File: src/sv/tkpq_pkg.sv
// package for the two-key sorted priority queue
// holds key widths, action and status codes, payload and cell control types
`default_nettype none

package tkpq_pkg;

    localparam int QUEUE_DEPTH = 16;
    localparam int CLASS_W     = 8;
    localparam int CODE_W      = 16;
    localparam int KEY_W       = CLASS_W + CODE_W;
    localparam int OCC_W       = 5;

    typedef enum logic [1:0] {
        ACT_NONE   = 2'd0,
        ACT_PRIO   = 2'd1,
        ACT_APPEND = 2'd2,
        ACT_REMOVE = 2'd3
    } action_t;

    typedef enum logic [1:0] {
        ST_OK    = 2'd0,
        ST_FULL  = 2'd1,
        ST_EMPTY = 2'd2
    } status_t;

    typedef struct packed {
        action_t             action;
        logic [CLASS_W-1:0]  in_class;
        logic [CODE_W-1:0]   in_code;
    } req_item_t;

    typedef struct packed {
        logic                out_valid;
        logic [CLASS_W-1:0]  out_class;
        logic [CODE_W-1:0]   out_code;
        logic [OCC_W-1:0]    occupancy;
        logic                is_empty;
        status_t             status;
    } rsp_item_t;

    // control broadcast to every cell of the row
    typedef struct packed {
        logic              ins;   // insert taken, queue not full
        logic              prio;  // sorted placement instead of tail
        logic              rem;   // remove taken, queue not empty
        logic [KEY_W-1:0]  key;   // key being inserted
    } cell_ctrl_t;

endpackage

`default_nettype wire

File: src/sv/tkpq_chan_if.sv
// valid/ready channels for requests and results of the queue
// depends on tkpq_pkg for the payload types
`default_nettype none

interface tkpq_req_if;
    logic                 valid;
    logic                 ready;
    tkpq_pkg::req_item_t  payload;

    modport source (output valid, output payload, input ready);
    modport sink   (input valid, input payload, output ready);
endinterface

interface tkpq_rsp_if;
    logic                 valid;
    logic                 ready;
    tkpq_pkg::rsp_item_t  payload;

    modport source (output valid, output payload, input ready);
    modport sink   (input valid, input payload, output ready);
endinterface

`default_nettype wire

File: src/sv/tkpq_cell.sv
// one slot of the sorted queue row: holds a key, compares it with the
// incoming key and takes a neighbor's key on a shift; depends on tkpq_pkg
`default_nettype none

module tkpq_cell #(
    parameter int QUEUE_DEPTH = tkpq_pkg::QUEUE_DEPTH,
    parameter int INDEX       = 0
) (
    input  wire logic                               clk,
    input  wire tkpq_pkg::cell_ctrl_t               ctrl,
    input  wire logic [$clog2(QUEUE_DEPTH+1)-1:0]   count,
    input  wire logic [tkpq_pkg::KEY_W-1:0]         left_key,
    input  wire logic [tkpq_pkg::KEY_W-1:0]         right_key,
    input  wire logic                               found_in,
    output logic                                    found_out,
    output logic [tkpq_pkg::KEY_W-1:0]              key
);

    localparam int CNT_W = $clog2(QUEUE_DEPTH + 1);
    localparam logic [CNT_W-1:0] MY_IDX = CNT_W'(INDEX);

    logic [tkpq_pkg::KEY_W-1:0] key_reg;
    logic [tkpq_pkg::KEY_W-1:0] key_next;
    logic                       held;
    logic                       gt;

    assign held      = MY_IDX < count;
    assign gt        = ctrl.prio && held && (key_reg > ctrl.key);
    assign found_out = found_in || gt;
    assign key       = key_reg;

    always_comb
    begin
        key_next = key_reg;
        if (ctrl.ins)
        begin
            // cells past the insertion point move one place toward the tail
            if (found_in)
            begin
                key_next = left_key;
            end
            else if (gt || (count == MY_IDX))
            begin
                key_next = ctrl.key;
            end
        end
        else if (ctrl.rem)
        begin
            key_next = right_key;
        end
    end

    always_ff @(posedge clk)
    begin
        key_reg <= key_next;
    end

endmodule

`default_nettype wire

File: src/sv/two_key_sorted_priority_queue_top.sv
// top level of the two-key sorted priority queue: request/result channels,
// entry count and the row of tkpq_cell slots; depends on tkpq_pkg, tkpq_chan_if
`default_nettype none

// Sorted queue of up to QUEUE_DEPTH entries, each a class (8 bits) and code
// (16 bits). Every request gives exactly one result with the count after it,
// an empty flag and a status. A priority insert lands before the first held
// entry, from the head, whose class/code key is greater; an append lands at
// the tail; a remove returns the head. For each request all slots compare
// the new key with their own at once and the row shifts at the edge that
// takes it, and the result sits in an output register, so a new request
// is taken every cycle as long as the result side keeps up. No clearing
// after reset: the queue is empty and usable at once.
module two_key_sorted_priority_queue_top #(
    parameter int QUEUE_DEPTH = tkpq_pkg::QUEUE_DEPTH
) (
    input  wire logic  clk,
    input  wire logic  rst_n,
    tkpq_req_if.sink   request,
    tkpq_rsp_if.source result
);

    localparam int CNT_W = $clog2(QUEUE_DEPTH + 1);
    localparam logic [CNT_W-1:0] FULL_CNT = CNT_W'(QUEUE_DEPTH);

    logic [CNT_W-1:0]            count_reg;
    logic [CNT_W-1:0]            count_next;
    logic                        rsp_valid_reg;
    logic                        rsp_valid_next;
    tkpq_pkg::rsp_item_t         rsp_reg;
    tkpq_pkg::rsp_item_t         rsp_next;
    tkpq_pkg::cell_ctrl_t        ctrl;
    tkpq_pkg::status_t           status;
    logic                        accept;
    logic                        is_full;
    logic                        is_none;
    logic [tkpq_pkg::KEY_W-1:0]  cell_key [QUEUE_DEPTH];
    logic [QUEUE_DEPTH:0]        found;

    assign request.ready = !rsp_valid_reg || result.ready;
    assign accept        = request.valid && request.ready;
    assign is_full       = count_reg == FULL_CNT;
    assign is_none       = count_reg == '0;

    always_comb
    begin
        ctrl.ins   = 1'b0;
        ctrl.prio  = 1'b0;
        ctrl.rem   = 1'b0;
        ctrl.key   = {request.payload.in_class, request.payload.in_code};
        status     = tkpq_pkg::ST_OK;
        count_next = count_reg;
        unique case (request.payload.action)
            tkpq_pkg::ACT_PRIO, tkpq_pkg::ACT_APPEND:
            begin
                if (is_full)
                begin
                    status = tkpq_pkg::ST_FULL;
                end
                else
                begin
                    ctrl.ins   = accept;
                    ctrl.prio  = request.payload.action == tkpq_pkg::ACT_PRIO;
                    count_next = count_reg + 1'b1;
                end
            end
            tkpq_pkg::ACT_REMOVE:
            begin
                if (is_none)
                begin
                    status = tkpq_pkg::ST_EMPTY;
                end
                else
                begin
                    ctrl.rem   = accept;
                    count_next = count_reg - 1'b1;
                end
            end
            default:
            begin
                count_next = count_reg;
            end
        endcase
    end

    assign found[0] = 1'b0;

    for (genvar i = 0; i < QUEUE_DEPTH; i++)
    begin : g_cell
        logic [tkpq_pkg::KEY_W-1:0] left_key;
        logic [tkpq_pkg::KEY_W-1:0] right_key;

        if (i == 0)
        begin : g_head
            assign left_key = ctrl.key;
        end
        else
        begin : g_body
            assign left_key = cell_key[i-1];
        end

        if (i == QUEUE_DEPTH - 1)
        begin : g_tail
            assign right_key = cell_key[i];
        end
        else
        begin : g_next
            assign right_key = cell_key[i+1];
        end

        tkpq_cell #(
            .QUEUE_DEPTH (QUEUE_DEPTH),
            .INDEX       (i)
        ) u_cell (
            .clk       (clk),
            .ctrl      (ctrl),
            .count     (count_reg),
            .left_key  (left_key),
            .right_key (right_key),
            .found_in  (found[i]),
            .found_out (found[i+1]),
            .key       (cell_key[i])
        );
    end

    always_comb
    begin
        rsp_next           = rsp_reg;
        rsp_valid_next     = rsp_valid_reg;
        if (result.ready)
        begin
            rsp_valid_next = 1'b0;
        end
        if (accept)
        begin
            rsp_valid_next     = 1'b1;
            rsp_next.out_valid = ctrl.rem;
            rsp_next.out_class = ctrl.rem ? cell_key[0][tkpq_pkg::KEY_W-1:tkpq_pkg::CODE_W]
                                          : '0;
            rsp_next.out_code  = ctrl.rem ? cell_key[0][tkpq_pkg::CODE_W-1:0] : '0;
            rsp_next.occupancy = tkpq_pkg::OCC_W'(count_next);
            rsp_next.is_empty  = count_next == '0;
            rsp_next.status    = status;
        end
    end

    always_ff @(posedge clk or negedge rst_n)
    begin
        if (!rst_n)
        begin
            count_reg     <= '0;
            rsp_valid_reg <= 1'b0;
        end
        else
        begin
            if (accept)
            begin
                count_reg <= count_next;
            end
            rsp_valid_reg <= rsp_valid_next;
        end
    end

    always_ff @(posedge clk)
    begin
        rsp_reg <= rsp_next;
    end

    assign result.valid   = rsp_valid_reg;
    assign result.payload = rsp_reg;

endmodule

`default_nettype wire
File: src/flat_wrapper.sv
// flat-port wrapper written by rule: the top's interface ports become plain ports
module two_key_sorted_priority_queue_top_flat 
#(
    parameter int QUEUE_DEPTH = tkpq_pkg::QUEUE_DEPTH
)
  (clk, rst_n, request_valid, request_payload, request_ready, result_valid, result_payload, result_ready);
  tkpq_req_if request_i ();
  tkpq_rsp_if result_i ();
  input  wire logic clk;
  input  wire logic rst_n;
  input wire logic [$bits(request_i.valid)-1:0] request_valid;
  input wire logic [$bits(request_i.payload)-1:0] request_payload;
  output wire logic [$bits(request_i.ready)-1:0] request_ready;
  output wire logic [$bits(result_i.valid)-1:0] result_valid;
  output wire logic [$bits(result_i.payload)-1:0] result_payload;
  input wire logic [$bits(result_i.ready)-1:0] result_ready;
  assign request_i.valid = request_valid;
  assign request_i.payload = request_payload;
  assign request_ready = request_i.ready;
  assign result_valid = result_i.valid;
  assign result_payload = result_i.payload;
  assign result_i.ready = result_ready;
  two_key_sorted_priority_queue_top #(.QUEUE_DEPTH(QUEUE_DEPTH)) u_core (.clk(clk), .rst_n(rst_n), .request(request_i), .result(result_i));
endmodule
File: config.mk
export PLATFORM = sky130hd
export DESIGN_NAME = two_key_sorted_priority_queue_top_flat
export DESIGN_NICKNAME = d
export VERILOG_FILES = /design/src/sv/tkpq_pkg.sv /design/src/sv/tkpq_chan_if.sv /design/src/sv/tkpq_cell.sv /design/src/sv/two_key_sorted_priority_queue_top.sv /design/src/flat_wrapper.sv
export SDC_FILE = /design/constraint.sdc
export NUM_CORES = 2
export LEC_CHECK = 0
export BUFFER_PORTS_ARGS = -buffer_cell sky130_fd_sc_hd__buf_4
export CORE_MARGIN = 1.5
export CORE_UTILIZATION = 45
export CTS_CLUSTER_SIZE = 28
export DETAILED_ROUTE_END_ITERATION = 6
export GPL_ROUTABILITY_DRIVEN = 0
export SETUP_SLACK_MARGIN = 0.3
export SYNTH_ARGS = -nofsm -noshare
export SYNTH_HDL_FRONTEND = slang
export SYNTH_SLANG_ARGS = --single-unit
File: constraint.sdc
create_clock -name clk -period 4.8 [get_ports clk]
set_input_delay 0.72 -clock clk [delete_from_list [all_inputs] [get_ports clk]]
set_output_delay 0.72 -clock clk [all_outputs]
set_load 0.005 [all_outputs]
==> impl_metrics.ini <==
[worst_setup_path]
cp-start-kind = primary input
worst_ep_required_time_ns = 5.12
crit_type = in -> reg
cp-end-kind = flip-flop
worstPathArrival_ns = 4.55
critPathMaxFanout = 49

[finish]
fin_cells = 3999
diodes = 0
drive_gt1_frac = 0.108
layout.nets = 3523
syn_to_final_growth_pct = 14.5
multi_input_area_mm2 = 0.0161
post-route-util = 0.523
fillCellCount = 5837
fin_area_mm2 = 0.0338
register_area_mm2 = 0.0127
largest_register_ffs = 384

[power]
power.density_mw_per_mm2 = 401
power_mw = 13.6
pwr-share-clk = 0.290
intPower_mw = 8.86
vdd_drop_max_uv = 240
p_seq_frac = 0.378
p_sw_frac = 0.348
p_sw_mw = 4.72
p_leak_nw = 14.5
power_frac_comb = 0.333

[logic_synthesis]
syn-instance-count = 2998
synth_most_common_cell = edfxtp_1
synth_seq_area_share = 0.429
synthTopCellsByArea = edfxtp_1, ha_1, mux2i_1
ys.flop_type = edfxtp_1
syn_nets = 3420
synth_seq_cells = 423
yosysTopAreaCell = edfxtp_1
synth_edf_count = 417
avgSynthCellArea_um2 = 9.86
yosysWarningCount = 0
yosys.area.top_type_share = 0.424
synthDistinctLibCells = 68
ys_top_cells_by_count = edfxtp_1, o21ai_0, nand2_1
syn-cell-area_mm2 = 0.0296
synthArstFlopShare = 0.0142

[clocking]
cts_max_path_buffers = 3
h-tree-depth = 2
worstSkewPairLatency_ns = 0.63
path_clk_slew_ns = 0.06
cts_tree = done
cts_buffers = 51
cts_setup_buffers = 0
cts_sinks = 423
cts_root_buf = clkbuf_16

[sta]
finalSetupViolations = 0
fin_crit_sh = 0.880
rsz0062_at_grt = no
finalHoldViolCount = 0
drv_slew = 0
clock_skew_ns = 0.0331
clock.fmax_ghz = 0.237
tightest_slew_ns = 0.880
layout_min_cycle_time_ns = 4.22
slew_headroom = 0.413
fin_tns_setup_ns = 0

[grt]
grt_pass1_wl_mm = 141
grt_pass1_vias = 24100
grt_overflow = 0
antenna_found_initial = 2
grt_max_degree = 114
track_usage = 0.269

[floorplan]
dieArea_mm2 = 0.0672
die_x_um = 259
die_h_um = 259
io_pins = 65
core_area_mm2 = 0.0647
initial_core_util = 0.457
num_rows = 93

[detailed_routing]
vias = 24500
drc_errors = 0
drt_iter0_drc = 2454
finalWirelength_mm = 92.1
first_pass_iters = 6
ant_nets = 0
wl_per_cell_um = 23.0
vias_per_cell = 6.12

[hold_path]
hold_class = in -> reg

[placed_design]
dp_hpwl_mm = 69.6
place_inst = 3902
portBuffers = 64
place_area_mm2 = 0.0322

[flow_run]
drv_cap = 0

[run_status]
status = finished, final reports clean
-- cells in the final DEF (no fill, tap or decap), types with 19 or more instances in the layout --
cell type / instances
a211oi_1: 24
a21o_1: 24
a21oi_1: 247
a31oi_1: 32
and3_1: 28
buf_12: 34
buf_4: 191
clkbuf_16: 52
edfxtp_1: 417
ha_1: 392
inv_1: 57
mux2_1: 19
mux2i_1: 217
nand2_1: 397
nand3_1: 42
nand4_1: 84
nor2_1: 187
nor2b_1: 20
nor3_1: 22
o211ai_1: 23
o21ai_0: 410
-- timing repair --
item | 4_1_cts | 5_1_grt
hold buffers | 1 | 0
gates resized for setup | 0 | 1
endpoints found under the setup margin | 0 | 59
hold endpoints to repair | 6 | 0
-- power by group through the flow --
stage | combinational (mW) | clock (mW) | sequential [mW]
final | 4.52 | 3.93 | 5.13
after global routing | 4.96 | 4.12 | 5.16
after CTS | 4.47 | 3.98 | 5.12
after detailed placement | 4.44 | 0 | 5.19
after global placement | 4.32 | 0 | 5.19
after floorplan | 3.00 | 0 | 5.02
-- routing by layer --
layer | vias to the layer above | GRT usage | share of wire
met1 | 12000 | 0.383 | 0.46
li1 | 11500 | - | -
met4 | 0 | 0.0733 | 0.026
met3 | 140 | 0.0306 | 0.053
met2 | 790 | 0.435 | 0.46
met5 | - | 0 | 0
-- worst max-delay path, stage by stage --
cell and delay, ns:
buf_4 0.11, inv_1 0.51, buf_4 0.25, ha_1 0.26
a21oi_1 0.16, o211ai_1 0.09, o221ai_1 0.27, o21ai_0 0.26
o21ai_0 0.27, nand3_1 0.28, or4_2 0.77, buf_12 0.23
mux2i_1 0.20, o21ai_0 0.11
-- worst paths after layout --
kind / from / endpoint / depth (start not counted) / slack (ns)
hold reg to reg: u_core.result.valid / u_core.result.valid / 2 / 0.54
hold / removal: request_valid / u_core.result.valid / 2 / 0.33
setup / recovery: request_payload[13] / u_core.g_cell[13].u_cell.key[3] / 14 / 0.58
setup reg to reg: u_core.g_cell[3].u_cell.key[22] / u_core.g_cell[13].u_cell.key[3] / 11 / 0.74
max in group asynchronous: rst_n / u_core.result.valid / 2 / 4.21
min in group asynchronous: rst_n / u_core.count_reg[0] / 2 / 0.47
-- layout make-up --
type | count | share of cell area
Timing Repair Buffer | 226 | 0.0628
Multi-Input combinational cell | 2341 | 0.476
Sequential cell | 423 | 0.374
Inverter | 58 | 0.00643
Clock inverter | 24 | 0.00743
Tap cell | 855 | 0.0316
Clock buffer | 72 | 0.0413
-- per-stage QoR --
| stage | hold WS [ns] | setup slack, ns |
|---|---|---|
| after floorplan | 0.424 | 0.306 |
| after global placement | 0.523 | -0.118 |
| after detailed placement | 0.537 | -0.198 |
| after CTS | 0.306 | 0.446 |
| after global routing | 0.337 | 0.412 |
| final | 0.329 | 0.578 |
-- cell families after synthesis --
| family | share of synthesized area |
|---|---|
| DFF | 0.429 |
| adders and majority gates | 0.166 |
| buffers and inverters | 0.0312 |
| and+or+nand+nor | 0.129 |
| xor gates and xnor gates | 0.000296 |
| muxes | 0.0830 |
| AOI/OAI and AO/OA | 0.162 |
(Power assumes the default switching activity.)
